<file path="src/design/gcdc_pkg.sv">
// Shared types and constants for the grid dilation counter.
package gcdc_pkg;

    localparam int MAX_SIDE_DEF = 64;

    localparam int SIDE_CFG_W = 7;
    localparam int DAYS_W     = 10;
    localparam int OUT_W      = 13;
    localparam int KIND_W     = 2;
    localparam int CFG_IDX_W  = 1;
    localparam int CFG_DATA_W = 10;

    localparam logic [CFG_IDX_W-1:0] CFG_SIDE = 1'b0;
    localparam logic [CFG_IDX_W-1:0] CFG_DAYS = 1'b1;

    localparam logic [SIDE_CFG_W-1:0] SIDE_RST = 7'd64;
    localparam logic [DAYS_W-1:0]     DAYS_RST = 10'd1;

    typedef enum logic [KIND_W-1:0] {
        K_HEALTHY  = 2'd0,
        K_INFECTED = 2'd1,
        K_BLOCKED  = 2'd2
    } kind_t;

    typedef enum logic [2:0] {
        PR_SELF,
        PR_UP,
        PR_DOWN,
        PR_LEFT,
        PR_RIGHT
    } probe_t;

    typedef enum logic [2:0] {
        S_LOAD,
        S_START,
        S_PROBE,
        S_EVAL,
        S_COUNT,
        S_CNT_LAST,
        S_DONE
    } state_t;

    typedef struct packed {
        logic wr_en;
        logic wr_bank;
        logic rd_bank;
    } mem_ctl_t;

    function automatic probe_t next_probe(input probe_t p);
        probe_t n;
        unique case (p)
            PR_SELF:  n = PR_UP;
            PR_UP:    n = PR_DOWN;
            PR_DOWN:  n = PR_LEFT;
            PR_LEFT:  n = PR_RIGHT;
            default:  n = PR_SELF;
        endcase
        return n;
    endfunction

endpackage

</file>
<file path="src/design/gcdc_seq.sv">
// Sequencer: cell load, neighbor probing per round, infected count, result register.
module gcdc_seq #(
    parameter int MAX_SIDE = gcdc_pkg::MAX_SIDE_DEF,
    parameter int SIDE_W   = $clog2(MAX_SIDE + 1),
    parameter int CELL_AW  = $clog2(MAX_SIDE * MAX_SIDE)
) (
    input  logic                         aclk,
    input  logic                         aresetn,
    input  logic [SIDE_W-1:0]            eff_side,
    input  logic [gcdc_pkg::DAYS_W-1:0]  rounds,
    input  logic                         s_tvalid,
    output logic                         s_tready,
    input  logic [gcdc_pkg::KIND_W-1:0]  kind_in,
    output logic                         m_tvalid,
    input  logic                         m_tready,
    output logic [gcdc_pkg::OUT_W-1:0]   m_total,
    output gcdc_pkg::mem_ctl_t           ctl,
    output logic [CELL_AW-1:0]           wr_addr,
    output gcdc_pkg::kind_t              wr_data,
    output logic [CELL_AW-1:0]           rd_addr,
    input  gcdc_pkg::kind_t              rd_data
);
    import gcdc_pkg::*;

    localparam int CELL_W = CELL_AW + 1;
    localparam int PROD_W = 2 * SIDE_W;

    state_t              state_reg, state_next;
    logic [CELL_W-1:0]   load_pos_reg, load_pos_next;
    logic [CELL_AW-1:0]  idx_reg, idx_next;
    logic [SIDE_W-1:0]   row_reg, row_next;
    logic [SIDE_W-1:0]   col_reg, col_next;
    probe_t              probe_reg, probe_next;
    logic                changed_reg, changed_next;
    logic [DAYS_W-1:0]   round_reg, round_next;
    logic                cur_bank_reg, cur_bank_next;
    logic [CELL_W-1:0]   cnt_reg, cnt_next;
    logic                cnt_vld_reg, cnt_vld_next;
    logic                m_valid_reg, m_valid_next;
    logic [OUT_W-1:0]    out_reg, out_next;

    logic [PROD_W-1:0]   prod;
    logic [CELL_W-1:0]   total;
    logic [SIDE_W-1:0]   side_m1;
    logic [CELL_W-1:0]   pos_start;
    logic                last_load;
    logic                last_cell;
    kind_t               kind_cell;
    logic                probe_ok;
    logic [CELL_AW-1:0]  probe_addr;
    logic [CELL_AW-1:0]  side_a;

    logic                finish;
    kind_t               finish_val;
    logic                finish_chg;
    logic                changed_now;
    logic                begin_round;
    logic                begin_count;

    assign prod      = eff_side * eff_side;
    assign total     = CELL_W'(prod);
    assign side_m1   = eff_side - SIDE_W'(1);
    assign side_a    = CELL_AW'(eff_side);
    assign pos_start = (load_pos_reg >= total) ? '0 : load_pos_reg;
    assign last_load = (pos_start + CELL_W'(1)) == total;
    assign last_cell = (CELL_W'(idx_reg) + CELL_W'(1)) == total;

    always_comb begin
        unique case (kind_in)
            2'd0:    kind_cell = K_HEALTHY;
            2'd1:    kind_cell = K_INFECTED;
            default: kind_cell = K_BLOCKED;
        endcase
    end

    // neighbor address and bounds for the current probe
    always_comb begin
        unique case (probe_reg)
            PR_SELF: begin
                probe_ok   = 1'b1;
                probe_addr = idx_reg;
            end
            PR_UP: begin
                probe_ok   = row_reg != '0;
                probe_addr = idx_reg - side_a;
            end
            PR_DOWN: begin
                probe_ok   = row_reg != side_m1;
                probe_addr = idx_reg + side_a;
            end
            PR_LEFT: begin
                probe_ok   = col_reg != '0;
                probe_addr = idx_reg - CELL_AW'(1);
            end
            PR_RIGHT: begin
                probe_ok   = col_reg != side_m1;
                probe_addr = idx_reg + CELL_AW'(1);
            end
            default: begin
                probe_ok   = 1'b0;
                probe_addr = idx_reg;
            end
        endcase
    end

    always_ff @(posedge aclk) begin
        if (!aresetn) begin
            state_reg <= S_LOAD;
        end else begin
            state_reg <= state_next;
        end
    end

    always_ff @(posedge aclk) begin
        if (!aresetn) begin
            load_pos_reg <= '0;
            round_reg    <= '0;
            cur_bank_reg <= 1'b0;
            m_valid_reg  <= 1'b0;
            cnt_vld_reg  <= 1'b0;
            probe_reg    <= PR_SELF;
        end else begin
            load_pos_reg <= load_pos_next;
            round_reg    <= round_next;
            cur_bank_reg <= cur_bank_next;
            m_valid_reg  <= m_valid_next;
            cnt_vld_reg  <= cnt_vld_next;
            probe_reg    <= probe_next;
        end
    end

    always_ff @(posedge aclk) begin
        idx_reg     <= idx_next;
        row_reg     <= row_next;
        col_reg     <= col_next;
        changed_reg <= changed_next;
        cnt_reg     <= cnt_next;
        out_reg     <= out_next;
    end

    always_comb begin
        state_next    = state_reg;
        load_pos_next = load_pos_reg;
        idx_next      = idx_reg;
        row_next      = row_reg;
        col_next      = col_reg;
        probe_next    = probe_reg;
        changed_next  = changed_reg;
        round_next    = round_reg;
        cur_bank_next = cur_bank_reg;
        cnt_next      = cnt_reg;
        cnt_vld_next  = cnt_vld_reg;
        m_valid_next  = m_valid_reg & ~m_tready;
        out_next      = out_reg;

        s_tready      = 1'b0;
        ctl.wr_en     = 1'b0;
        ctl.wr_bank   = cur_bank_reg;
        ctl.rd_bank   = cur_bank_reg;
        wr_addr       = idx_reg;
        wr_data       = K_HEALTHY;
        rd_addr       = idx_reg;

        finish        = 1'b0;
        finish_val    = K_HEALTHY;
        finish_chg    = 1'b0;
        begin_round   = 1'b0;
        begin_count   = 1'b0;

        unique case (state_reg)
            S_LOAD: begin
                s_tready = 1'b1;
                if (s_tvalid) begin
                    ctl.wr_en = 1'b1;
                    wr_addr   = pos_start[CELL_AW-1:0];
                    wr_data   = kind_cell;
                    if (last_load) begin
                        load_pos_next = '0;
                        state_next    = S_START;
                    end else begin
                        load_pos_next = pos_start + CELL_W'(1);
                    end
                end
            end
            S_START: begin
                round_next = '0;
                if (rounds == '0) begin
                    begin_count = 1'b1;
                end else begin
                    begin_round = 1'b1;
                end
            end
            S_PROBE: begin
                rd_addr = probe_addr;
                if (probe_ok) begin
                    state_next = S_EVAL;
                end else if (probe_reg == PR_RIGHT) begin
                    finish     = 1'b1;
                    finish_val = K_HEALTHY;
                end else begin
                    probe_next = next_probe(probe_reg);
                end
            end
            S_EVAL: begin
                if (probe_reg == PR_SELF) begin
                    if (rd_data != K_HEALTHY) begin
                        finish     = 1'b1;
                        finish_val = rd_data;
                    end else begin
                        probe_next = PR_UP;
                        state_next = S_PROBE;
                    end
                end else if (rd_data == K_INFECTED) begin
                    finish     = 1'b1;
                    finish_val = K_INFECTED;
                    finish_chg = 1'b1;
                end else if (probe_reg == PR_RIGHT) begin
                    finish     = 1'b1;
                    finish_val = K_HEALTHY;
                end else begin
                    probe_next = next_probe(probe_reg);
                    state_next = S_PROBE;
                end
            end
            S_COUNT: begin
                if (cnt_vld_reg && rd_data == K_INFECTED) begin
                    cnt_next = cnt_reg + CELL_W'(1);
                end
                cnt_vld_next = 1'b1;
                if (last_cell) begin
                    state_next = S_CNT_LAST;
                end else begin
                    idx_next = idx_reg + CELL_AW'(1);
                end
            end
            S_CNT_LAST: begin
                if (rd_data == K_INFECTED) begin
                    cnt_next = cnt_reg + CELL_W'(1);
                end
                state_next = S_DONE;
            end
            S_DONE: begin
                if (!m_valid_reg || m_tready) begin
                    m_valid_next = 1'b1;
                    out_next     = OUT_W'(cnt_reg);
                    state_next   = S_LOAD;
                end
            end
            default: state_next = S_LOAD;
        endcase

        changed_now = changed_reg | finish_chg;

        // new value goes to the other bank; old grid stays readable all round
        if (finish) begin
            ctl.wr_en   = 1'b1;
            ctl.wr_bank = ~cur_bank_reg;
            wr_addr     = idx_reg;
            wr_data     = finish_val;
            probe_next  = PR_SELF;
            state_next  = S_PROBE;
            if (last_cell) begin
                cur_bank_next = ~cur_bank_reg;
                round_next    = round_reg + DAYS_W'(1);
                if (!changed_now || (round_reg + DAYS_W'(1)) == rounds) begin
                    begin_count = 1'b1;
                end else begin
                    begin_round = 1'b1;
                end
            end else begin
                idx_next     = idx_reg + CELL_AW'(1);
                changed_next = changed_now;
                if (col_reg == side_m1) begin
                    col_next = '0;
                    row_next = row_reg + SIDE_W'(1);
                end else begin
                    col_next = col_reg + SIDE_W'(1);
                end
            end
        end

        if (begin_round) begin
            idx_next     = '0;
            row_next     = '0;
            col_next     = '0;
            probe_next   = PR_SELF;
            changed_next = 1'b0;
            state_next   = S_PROBE;
        end

        if (begin_count) begin
            idx_next     = '0;
            cnt_next     = '0;
            cnt_vld_next = 1'b0;
            state_next   = S_COUNT;
        end
    end

    assign m_tvalid = m_valid_reg;
    assign m_total  = out_reg;

    a_spread_other_bank: assert property (@(posedge aclk) disable iff (!aresetn)
        (state_reg == S_PROBE || state_reg == S_EVAL) && ctl.wr_en
            |-> ctl.wr_bank != ctl.rd_bank)
        else $error("spread write hits the bank being read");

    a_idx_in_grid: assert property (@(posedge aclk) disable iff (!aresetn)
        (state_reg == S_PROBE || state_reg == S_EVAL || state_reg == S_COUNT)
            |-> CELL_W'(idx_reg) < total)
        else $error("cell index beyond grid");

    a_round_bound: assert property (@(posedge aclk) disable iff (!aresetn)
        (state_reg == S_PROBE || state_reg == S_EVAL) |-> round_reg < rounds)
        else $error("spread round beyond requested count");

    a_count_bound: assert property (@(posedge aclk) disable iff (!aresetn)
        (state_reg == S_COUNT || state_reg == S_CNT_LAST || state_reg == S_DONE)
            |-> cnt_reg <= total)
        else $error("infected count exceeds cell count");

endmodule
</file>
<file path="config.mk">
export PLATFORM = sky130hd
export DESIGN_NAME = gcdc_seq
export DESIGN_NICKNAME = d
export VERILOG_FILES = /design/src/design/gcdc_pkg.sv /design/src/design/gcdc_seq.sv
export SDC_FILE = /design/constraint.sdc
export NUM_CORES = 1
export LEC_CHECK = 0
export BUFFER_PORTS_ARGS = -buffer_cell sky130_fd_sc_hd__buf_2
export CAP_MARGIN = 30
export CORE_ASPECT_RATIO = 1.5
export CORE_MARGIN = 3
export CORE_UTILIZATION = 67
export DETAILED_ROUTE_END_ITERATION = 6
export GPL_TIMING_DRIVEN = 0
export HOLD_SLACK_MARGIN = 0.05
export PLACE_DENSITY = 0.91
export SYNTH_ARGS = -nofsm -noshare
export SYNTH_HDL_FRONTEND = slang
export SYNTH_SLANG_ARGS = --single-unit
</file>
<file path="constraint.sdc">
create_clock -name aclk -period 20.5 [get_ports aclk]
set_input_delay 2.05 -clock aclk [delete_from_list [all_inputs] [get_ports aclk]]
set_output_delay 2.05 -clock aclk [all_outputs]
set_load 0.05 [all_outputs]
</file>
==> Yosys cells after proc, flatten, opt, wreduce, memory -nomap -nowiden <==
Index checks and enable logic that the tools add are counted.
{ "classes": {"addsub": 11, "mul": 1, "div_mod_pow": 0, "order_cmp": 1, "n_eq_ne": 48, "shifts": 0, "mux": 74, "bitwise": 7, "n_reduce_logical": 28} }
{ "ops": {"columns": ["operator", "count"], "rows": [
  ["$mux 12", 8],
  ["$mux 3", 18],
  ["$mux 13", 4],
  ["$pmux 12 s4", 1],
  ["$ne 5x5->1 const B", 8],
  ["$mux 10", 3],
  ["$reduce_and 9->1", 3],
  ["$add 13x1->13 const B", 2],
  ["$eq 13x13->1", 2],
  ["$pmux 13 s2", 1],
  ["$mux 1", 24],
  ["$ne 4x4->1 const B", 6],
  ["$pmux 3 s7", 1],
  ["$ne 2x2->1 const B", 9],
  ["$ne 6x6->1 const B", 3],
  ["$add 7x1->7 const B", 2],
  ["$mux 2", 7],
  ["$ne 7x7->1", 2],
  ["$reduce_bool 7->1", 2],
  ["$add 12x1->13 const B", 1],
  ["$ge 13x13->1", 1],
  ["$mul 7x7->13", 1],
  ["$add 12x1->12 const B", 1],
  ["$add 12x7->12", 1],
  ["other kinds (34)", 59]
]} }
{ "totals": {"reg_bits": 85, "latchBits": 0, "ram_bits": 0, "romBits": 0, "inputBits": 25, "out_inout_bits": 44, "word_cells": 185, "n_memories": 0} }

==> Depth between registers and ports, before layout <==
Gate-level depths: netlist of the first run.
{ "depth": {"depth_word": 12, "depth_mapped": 39, "depth_no_buf": 35} }

==> Worst setup path after synthesis of the first run <==
OpenSTA, ideal clock, no wires.
{ "synth_path": {"path_type": "in2out", "from": "in eff_side[5]", "to": "out wr_addr[0]", "arrival_ns": 8.771, "required_time_ns": 18.450, "slack_ns": 9.679, "cell_stages": 25, "path_buffers": 3, "cell_sequence": "clkbuf_2 -> clkbuf_1 -> nand2_1 -> fa_1 -> fa_1 -> inv_1 -> fa_1 -> inv_1 -> fa_1 -> inv_1 -> ha_1 -> and3_1 -> a22oi_1 -> a211oi_1 -> xnor2_2 -> ha_1 -> a211oi_1 -> nand2_1 -> o31a_1 -> inv_1 -> nor3_1 -> nor3_1 -> clkbuf_1 -> nand2_1 -> o21ai_0"} }
{ "synth_between": {"elab_chain_cells": 6, "word_cells_on_any_way": 12, "classes_between": "add/sub: 1; mul: 1; order compare: 1; eq/ne: 2; mux: 7"} }
{ "synth_lines": {"columns": ["item", "line", "source"], "rows": [
  ["start, declared", "gcdc_seq.sv:9", "input logic [SIDE_W-1:0] eff_side,"],
  ["$mul 7x7->13 / $sub 7x1->7 (equally long branches)", "gcdc_seq.sv:60, gcdc_seq.sv:62", null],
  ["$ge 13x13->1, or another cell as far along", "gcdc_seq.sv:64", "assign pos_start = (load_pos_reg >= total) ? '0 : load_pos_reg;"],
  ["$mux 13 / $pmux 1 s5 (equally long branches)", "gcdc_seq.sv:64, gcdc_seq.sv:78", null],
  ["$mux 12 / $mux 1 (equally long branches)", "gcdc_seq.sv:173, gcdc_seq.sv:195", null],
  ["$mux 12 / $pmux 1 s2 (equally long branches)", "gcdc_seq.sv:170", "unique case (state_reg)"],
  ["$mux 12 *", "gcdc_seq.sv:255", "if (finish) begin"],
  ["end, declared", "gcdc_seq.sv:18", "output logic [CELL_AW-1:0] wr_addr,"]
]} }
Every way passes the cells marked *; elsewhere a longest branch is shown, timed or not.

==> Worst setup path in the final report of the first run <==
{ "layout_path": {"from": "in eff_side[0]", "to": "reg load_pos_reg[2]"} }
{ "layout_between": {"elab_chain_cells": 6} }
{ "layout_lines": {"columns": ["item", "line", "source"], "rows": [
  ["$mul 7x7->13 *", "gcdc_seq.sv:60", "assign prod = eff_side * eff_side;"],
  ["$ge 13x13->1", "gcdc_seq.sv:64", null],
  ["$mux 13", "gcdc_seq.sv:64", null],
  ["$add 13x1->13", "gcdc_seq.sv:65, gcdc_seq.sv:181", null],
  ["$eq 13x13->1", "gcdc_seq.sv:65", "assign last_load = (pos_start + CELL_W'(1)) == total;"],
  ["$mux 13 *", "gcdc_seq.sv:177", "if (last_load) begin"],
  ["end signal, assigned", "gcdc_seq.sv:123", "load_pos_reg <= load_pos_next;"],
  ["end, declared", "gcdc_seq.sv:29", "logic [CELL_W-1:0] load_pos_reg, load_pos_next;"]
]} }
Marks and branches as above.
A chain may end at the register's enable or synchronous reset.

==> metrics.cfg, run 1 <==
[run_status]
outcome = complete, no violations

[routing]
drc = 0
ant_nets = 0
first_pass_iters = 6
initialDrtViolationCount = 596
wire_per_inst_um = 18.1
dr_total_vias = 8270
routed_wl_mm = 23.4
viasPerCell = 6.39

[critical_path]
r2r-start = load_pos_reg[0]
crit_path_max_incr_delay_ns = 0.55
worstSetupStartpoint = eff_side[0]
regToRegEndpoint = load_pos_reg[2]
worstPathMaxFanout = 10
r2r_setup_slack_ns = 14.21
path_class = input pin to flip-flop
reg2regPathDepth = 23
cp.required_ns = 20.71
end_kind = flip-flop
crit_path_top_delay_cell = fa_1
cp.arrival_ns = 12.16
critPathLaunchType = input pin

[synthesis]
ys_seq_area_share_pct = 22.5
synth_edf_count = 13
async_flop_share_pct = 0
synth_mux_area_share_pct = 1.98
synth_top_family_by_area = simple AND/OR/NAND/NOR gates
synth_area_mm2 = 0.00815
avgSynthCellArea_um2 = 7.69
yosys_register_bits = 85
yosys_warnings = 0
ys.flop_type = dfxtp_1
synth-xor-area-share_pct = 14.1
syn_nets = 1157
yosys.area_share.simple_pct = 25.9
synth-compound-area-share_pct = 17.0
synth_cell_types = 75
synthCells = 1060
synth-adder-area-share_pct = 12.5

[placement]
gp_congestion = 0.994
dp_slack_ns = 8.46
io_buffers = 66
hpwl_mm = 17.8

[final_layout]
antenna_cells = 0
drive_gt1_share_pct = 10.7
fillCellCount = 909
nets = 1236
mostFrequentLayoutCells = nor2_1 (124), nand2_1 (96), buf_2 (79)
area_growth_pct = 10.3
multi_input_area_mm2 = 0.00583
seqCellArea_mm2 = 0.00183
layout_commonest_cell = nor2_1

[sta]
slew_headroom_pct = 37.8
period_share_pct = 58.3
timing.fmax_mhz = 83.7
setup_tns_ns = 0
finalHoldViolCount = 0
setup_viol = 0
fin_skew_ns = 0.0112
slew_violations = 0
min_period_ns = 11.94
worstMarginPinSlew_ns = 0.925
worst_slack_ns = 8.56
rsz0062_at_grt = false

[worst_hold_path]
hold_class = flip-flop to flip-flop
holdPathStages = 2
min-delay-start = round_reg[9]
hold-path-endpoint = round_reg[9]

[cts]
clk_pin_slew_ns = 0.07
cts.repair.resized = 0
cts_tree = done
insertion_delay_ns = 0.35
cts_sinks = 85
htreeDepth = 3
cts_max_path_buffers = 2
post_cts_buffers = 0
numCtsBuffers = 9
hold_buffers = 0
cts_root_buffer = clkbuf_16

[grt]
antenna_found_initial = 0
grt_max_degree = 19
grt.total_usage_pct = 35.1
grt_pass1_vias = 8052
overflow = 0
grt_pass1_wl_mm = 38.1

[die]
fp.dieW_um = 96.0
rows = 48
core-area_mm2 = 0.0117
die_h_um = 141
ios = 69
start_util_pct = 69.6
dieArea_mm2 = 0.0135

[power_and_ir_drop]
p_leak_nw = 3.68
ir_drop_uv = 63.6
power_density_mw_per_mm2 = 63.0

[run]
max-cap-violations = 0

-- stage by stage --
step,util (%),power [mW],instance area [µm²],cells,hold WS [ns]
finish,76.7,0.566,8990,1294,0.491
global route,76.7,0.599,8990,1294,0.497
CTS,76.7,0.560,8990,1294,0.491
detailed placement,74.2,0.395,8690,1278,0.473
global placement,74.0,0.387,8670,1276,0.449
floorplan,-,0.344,8150,1060,0.429
-- critical path, delay by kind of cell --
family,cells,cell delay (ns)
fa+ha+maj,7,2.83
compound gates,9,2.56
buf+inv,9,2.24
simple gates,11,2.21
xor+xnor,1,0.25
-- power by group --
part	switching, mW	leakage, nW	internal (mW)
Sequential	0.00102	0.670	0.169
Clock	0.0807	0.145	0.0865
Combinational	0.139	2.87	0.0897
-- cell families after synthesis --
family,Yosys count
AOI/OAI and AO/OA,216
xor gates and xnor gates,125
adders and majority gates,72
buffers and inverters,118
DFF,85
muxes,16
and+or+nand+nor,428
-- worst max-delay path by stage --
stage | endpoint | slack, ns | depth (start not counted)
detailed placement | load_pos_reg[2] | 8.46 | 37
global placement | load_pos_reg[2] | 8.58 | 37
global route | load_pos_reg[11] | 7.76 | 37
floorplan | wr_addr[0] | 9.68 | 25
CTS | load_pos_reg[2] | 8.77 | 37
finish | load_pos_reg[2] | 8.56 | 37
-- routing by layer --
metal	share of wire [%]	vias to the layer above	track usage (%)
met1	37	3860	40.0
li1	-	3871	-
met5	0	-	0
met3	7.1	117	6.51
met4	5.4	0	19.5
met2	50	422	60.0
-- area by class of cell --
cell class                 count  area share, %
multi-input combinational    857           64.9
sequential                    85           20.4
timing repair buffer          68           3.88
buffer                        69           3.33
clock buffer                   9           2.51
tap                          150           2.09
inverter                      49           2.05
clock inverter                 7          0.835
-- synth_stat cells (8+ instances only) --
cell type	count	area, µm²
xor2_1	53	464
o211ai_1	10	75.1
and3_1	20	125
or3_1	9	56.3
ha_1	56	701
o22ai_1	13	81.3
nor4_1	10	62.6
nand3_1	51	255
o21ai_0	46	230
nor2b_1	9	56.3
fa_1	16	320
o31ai_1	8	60.1
dfxtp_1	72	1440
a31oi_1	8	50.1
nand2_1	96	360
nor3_1	31	155
edfxtp_1	13	390
and2_1	9	56.3
nand4b_1	8	70.1
nand2b_1	8	50.1
mux2i_1	15	150
a21o_1	10	75.1
nor2_1	124	465
buf_2	13	65.1
o21a_1	15	113
xnor2_1	67	587
a21oi_1	64	320
nand4_1	23	144
inv_1	47	176
clkbuf_1	49	184
Note: power is estimated with default switching activity, not from simulation.
==> run 2: changes to the inputs <==
--- a/config.mk
+++ b/config.mk
@@ -9,11 +9,11 @@
 export CAP_MARGIN = 30
 export CORE_ASPECT_RATIO = 1.5
 export CORE_MARGIN = 3
-export CORE_UTILIZATION = 67
+export CORE_UTILIZATION = 62
 export DETAILED_ROUTE_END_ITERATION = 6
 export GPL_TIMING_DRIVEN = 0
 export HOLD_SLACK_MARGIN = 0.05
-export PLACE_DENSITY = 0.91
+export PLACE_DENSITY = 0.85
 export SYNTH_ARGS = -nofsm -noshare
 export SYNTH_HDL_FRONTEND = slang
 export SYNTH_SLANG_ARGS = --single-unit
==> constraint.sdc (replaced) <==
create_clock -name aclk -period 11.8 [get_ports aclk]
set_input_delay 1.18 -clock aclk [delete_from_list [all_inputs] [get_ports aclk]]
set_output_delay 1.18 -clock aclk [all_outputs]
set_load 0.05 [all_outputs]
==> metrics.cfg, run 2 (synthesis results as in run 1) <==
[run_status]
outcome = complete, no violations

[sta]
worst_slack_ns = 0.724  ; -7.83 ns
period_share_pct = 93.9
min_period_ns = 11.08
slew_headroom_pct = 39.0  ; +1.2 points
finalHoldViolCount = 0  ; unchanged
slew_violations = 0  ; unchanged
timing.fmax_mhz = 90.3
fin_skew_ns = 0.00542  ; -0.00582 ns
setup_tns_ns = 0  ; unchanged
rsz0062_at_grt = false
setup_viol = 0  ; unchanged
worstMarginPinSlew_ns = 0.907  ; -0.0176 ns

[run]
max-cap-violations = 0  ; unchanged

[routing]
wire_per_inst_um = 17.4  ; -4.0%
dr_total_vias = 8125  ; -1.8%
drc = 0  ; unchanged
initialDrtViolationCount = 509  ; -15%
routed_wl_mm = 22.6  ; -3.6%
viasPerCell = 6.25  ; -2.2%
first_pass_iters = 5  ; -1
ant_nets = 0  ; unchanged

[power_and_ir_drop]
p_clk_share_pct = 29.5  ; about the same
power_density_mw_per_mm2 = 109  ; +72%
power.switching_mw = 0.378  ; +71%
p_leak_nw = 3.69  ; +0.14%
p_seq_share_pct = 30.3  ; +0.2 points
ir_drop_uv = 92.3  ; +45%
swShare_pct = 38.7  ; -0.30 points
pwr-share-comb_pct = 40.2  ; -0.2 points
internal-power_mw = 0.599  ; +73%

[critical_path]
reg2regPathDepth = 23  ; unchanged
end_kind = flip-flop
worstSetupStartpoint = eff_side[0]
r2r-start = load_pos_reg[0]
crit_path_top_delay_cell = fa_1
worstPathMaxFanout = 10  ; unchanged
regToRegEndpoint = load_pos_reg[11]
r2r_setup_slack_ns = 5.41  ; -8.80 ns
critPathLaunchType = input pin
path_class = input pin to flip-flop
crit_path_max_incr_delay_ns = 0.55  ; about the same
cp.arrival_ns = 11.25  ; -0.91 ns
cp.required_ns = 11.98  ; -8.73 ns
endpoint = load_pos_reg[11]

[cts]
cts_root_buffer = clkbuf_16
cts_tree = done
hold_buffers = 0  ; unchanged
cts.repair.resized = 0  ; unchanged
cts_sinks = 85  ; unchanged
numCtsBuffers = 9  ; unchanged
insertion_delay_ns = 0.35  ; about the same
post_cts_buffers = 0  ; unchanged
cts_max_path_buffers = 2  ; unchanged
clk_pin_slew_ns = 0.07  ; about the same
htreeDepth = 3  ; unchanged

[final_layout]
area_growth_pct = 10.4
nets = 1236  ; unchanged
drive_gt1_share_pct = 10.7  ; unchanged
layout_commonest_cell = nor2_1
fillCellCount = 1085  ; +19%
final_cells = 1300  ; +0.46%
antenna_cells = 0  ; unchanged
mostFrequentLayoutCells = nor2_1 (124), nand2_1 (96), buf_2 (79)
fin_util_pct = 70.8  ; -5.9 points

[grt]
grt_max_degree = 19  ; unchanged
grt.total_usage_pct = 31.0  ; -4.1 points
overflow = 0  ; unchanged
grt_pass1_wl_mm = 37.2  ; -2.5%
antenna_found_initial = 0  ; unchanged
grt_pass1_vias = 7937  ; -1.4%

[placement]
io_buffers = 66  ; unchanged
dpl.cell_count = 1284  ; +0.47%
dp_slack_ns = 0.656  ; -7.81 ns
hpwl_mm = 17.6  ; -1.2%
gp_congestion = 0.972  ; -2.2%

[worst_hold_path]
hold_class = flip-flop to flip-flop

[die]
dieArea_mm2 = 0.0146  ; +7.6%
fp.dieW_um = 99.6  ; +3.7%
start_util_pct = 64.2  ; -5.4 points
rows = 50  ; +4.2%
die_h_um = 146  ; +3.8%
ios = 69  ; unchanged
core-area_mm2 = 0.0127  ; +8.4%

run 2: cell types whose count changed in the layout (fill, tap and decap cells not counted):
cell and delta:
buf_6 +1, inv_4 +1, clkinvlp_4 -1, buf_4 -1
run 2: power by group through the flow:
stage	clock network, mW	registers, mW	logic, mW
2_1_floorplan	0	0.302	0.295
3_3_place_gp	0	0.303	0.374
3_5_place_dp	0	0.303	0.382
4_1_cts	0.293	0.296	0.385
5_1_grt	0.302	0.296	0.433
6_report	0.289	0.296	0.392
run 2: critical path, delay by kind of cell:
family | cells | cell delay, ns
buffers and inverters | 9 | 2.20
AOI/OAI and AO/OA | 10 | 2.60
adders and majority gates | 7 | 2.84
xor gates and xnor gates | 1 | 0.27
and+or+nand+nor | 10 | 2.13
run 2: per-stage QoR:
| stage | power (mW) | instance area (µm²) | hold WS [ns] |
|---|---|---|---|
| finish | 0.977 | 9000 | 0.484 |
| global route | 1.03 | 9000 | 0.500 |
| CTS | 0.974 | 9000 | 0.486 |
| detailed placement | 0.685 | 8700 | 0.471 |
| global placement | 0.676 | 8670 | 0.447 |
| floorplan | 0.598 | 8150 | 0.429 |
run 2: how the worst min path moves through the flow:
stage	start	end	slack [ns]	depth (start not counted)
finish	changed_reg	changed_reg	0.48	2
global placement	changed_reg	changed_reg	0.45	2
global route	cnt_reg[8]	m_total[8]	0.50	0
floorplan	cnt_reg[12]	m_total[12]	0.43	0
detailed placement	changed_reg	changed_reg	0.47	2
CTS	changed_reg	changed_reg	0.49	2
run 2: area by class of cell:
class	instances	area, µm²	share of cell area (%)
well taps	156	195	2.17
plain buffers	69	299	3.32
multi-input cells	857	5830	64.9
clock inverters	7	73.8	0.821
clock buffers	9	225	2.50
flip-flops and latches	85	1830	20.4
repair buffers	68	353	3.92
inverters	49	184	2.04
run 2: per-layer routing:
layer,share of wire [%],routed length (µm),global-route usage (%)
met2,50,11200,53.8
met5,0,0,0
met4,5.1,1150,17.0
met1,39,8730,36.5
met3,6.6,1490,3.68
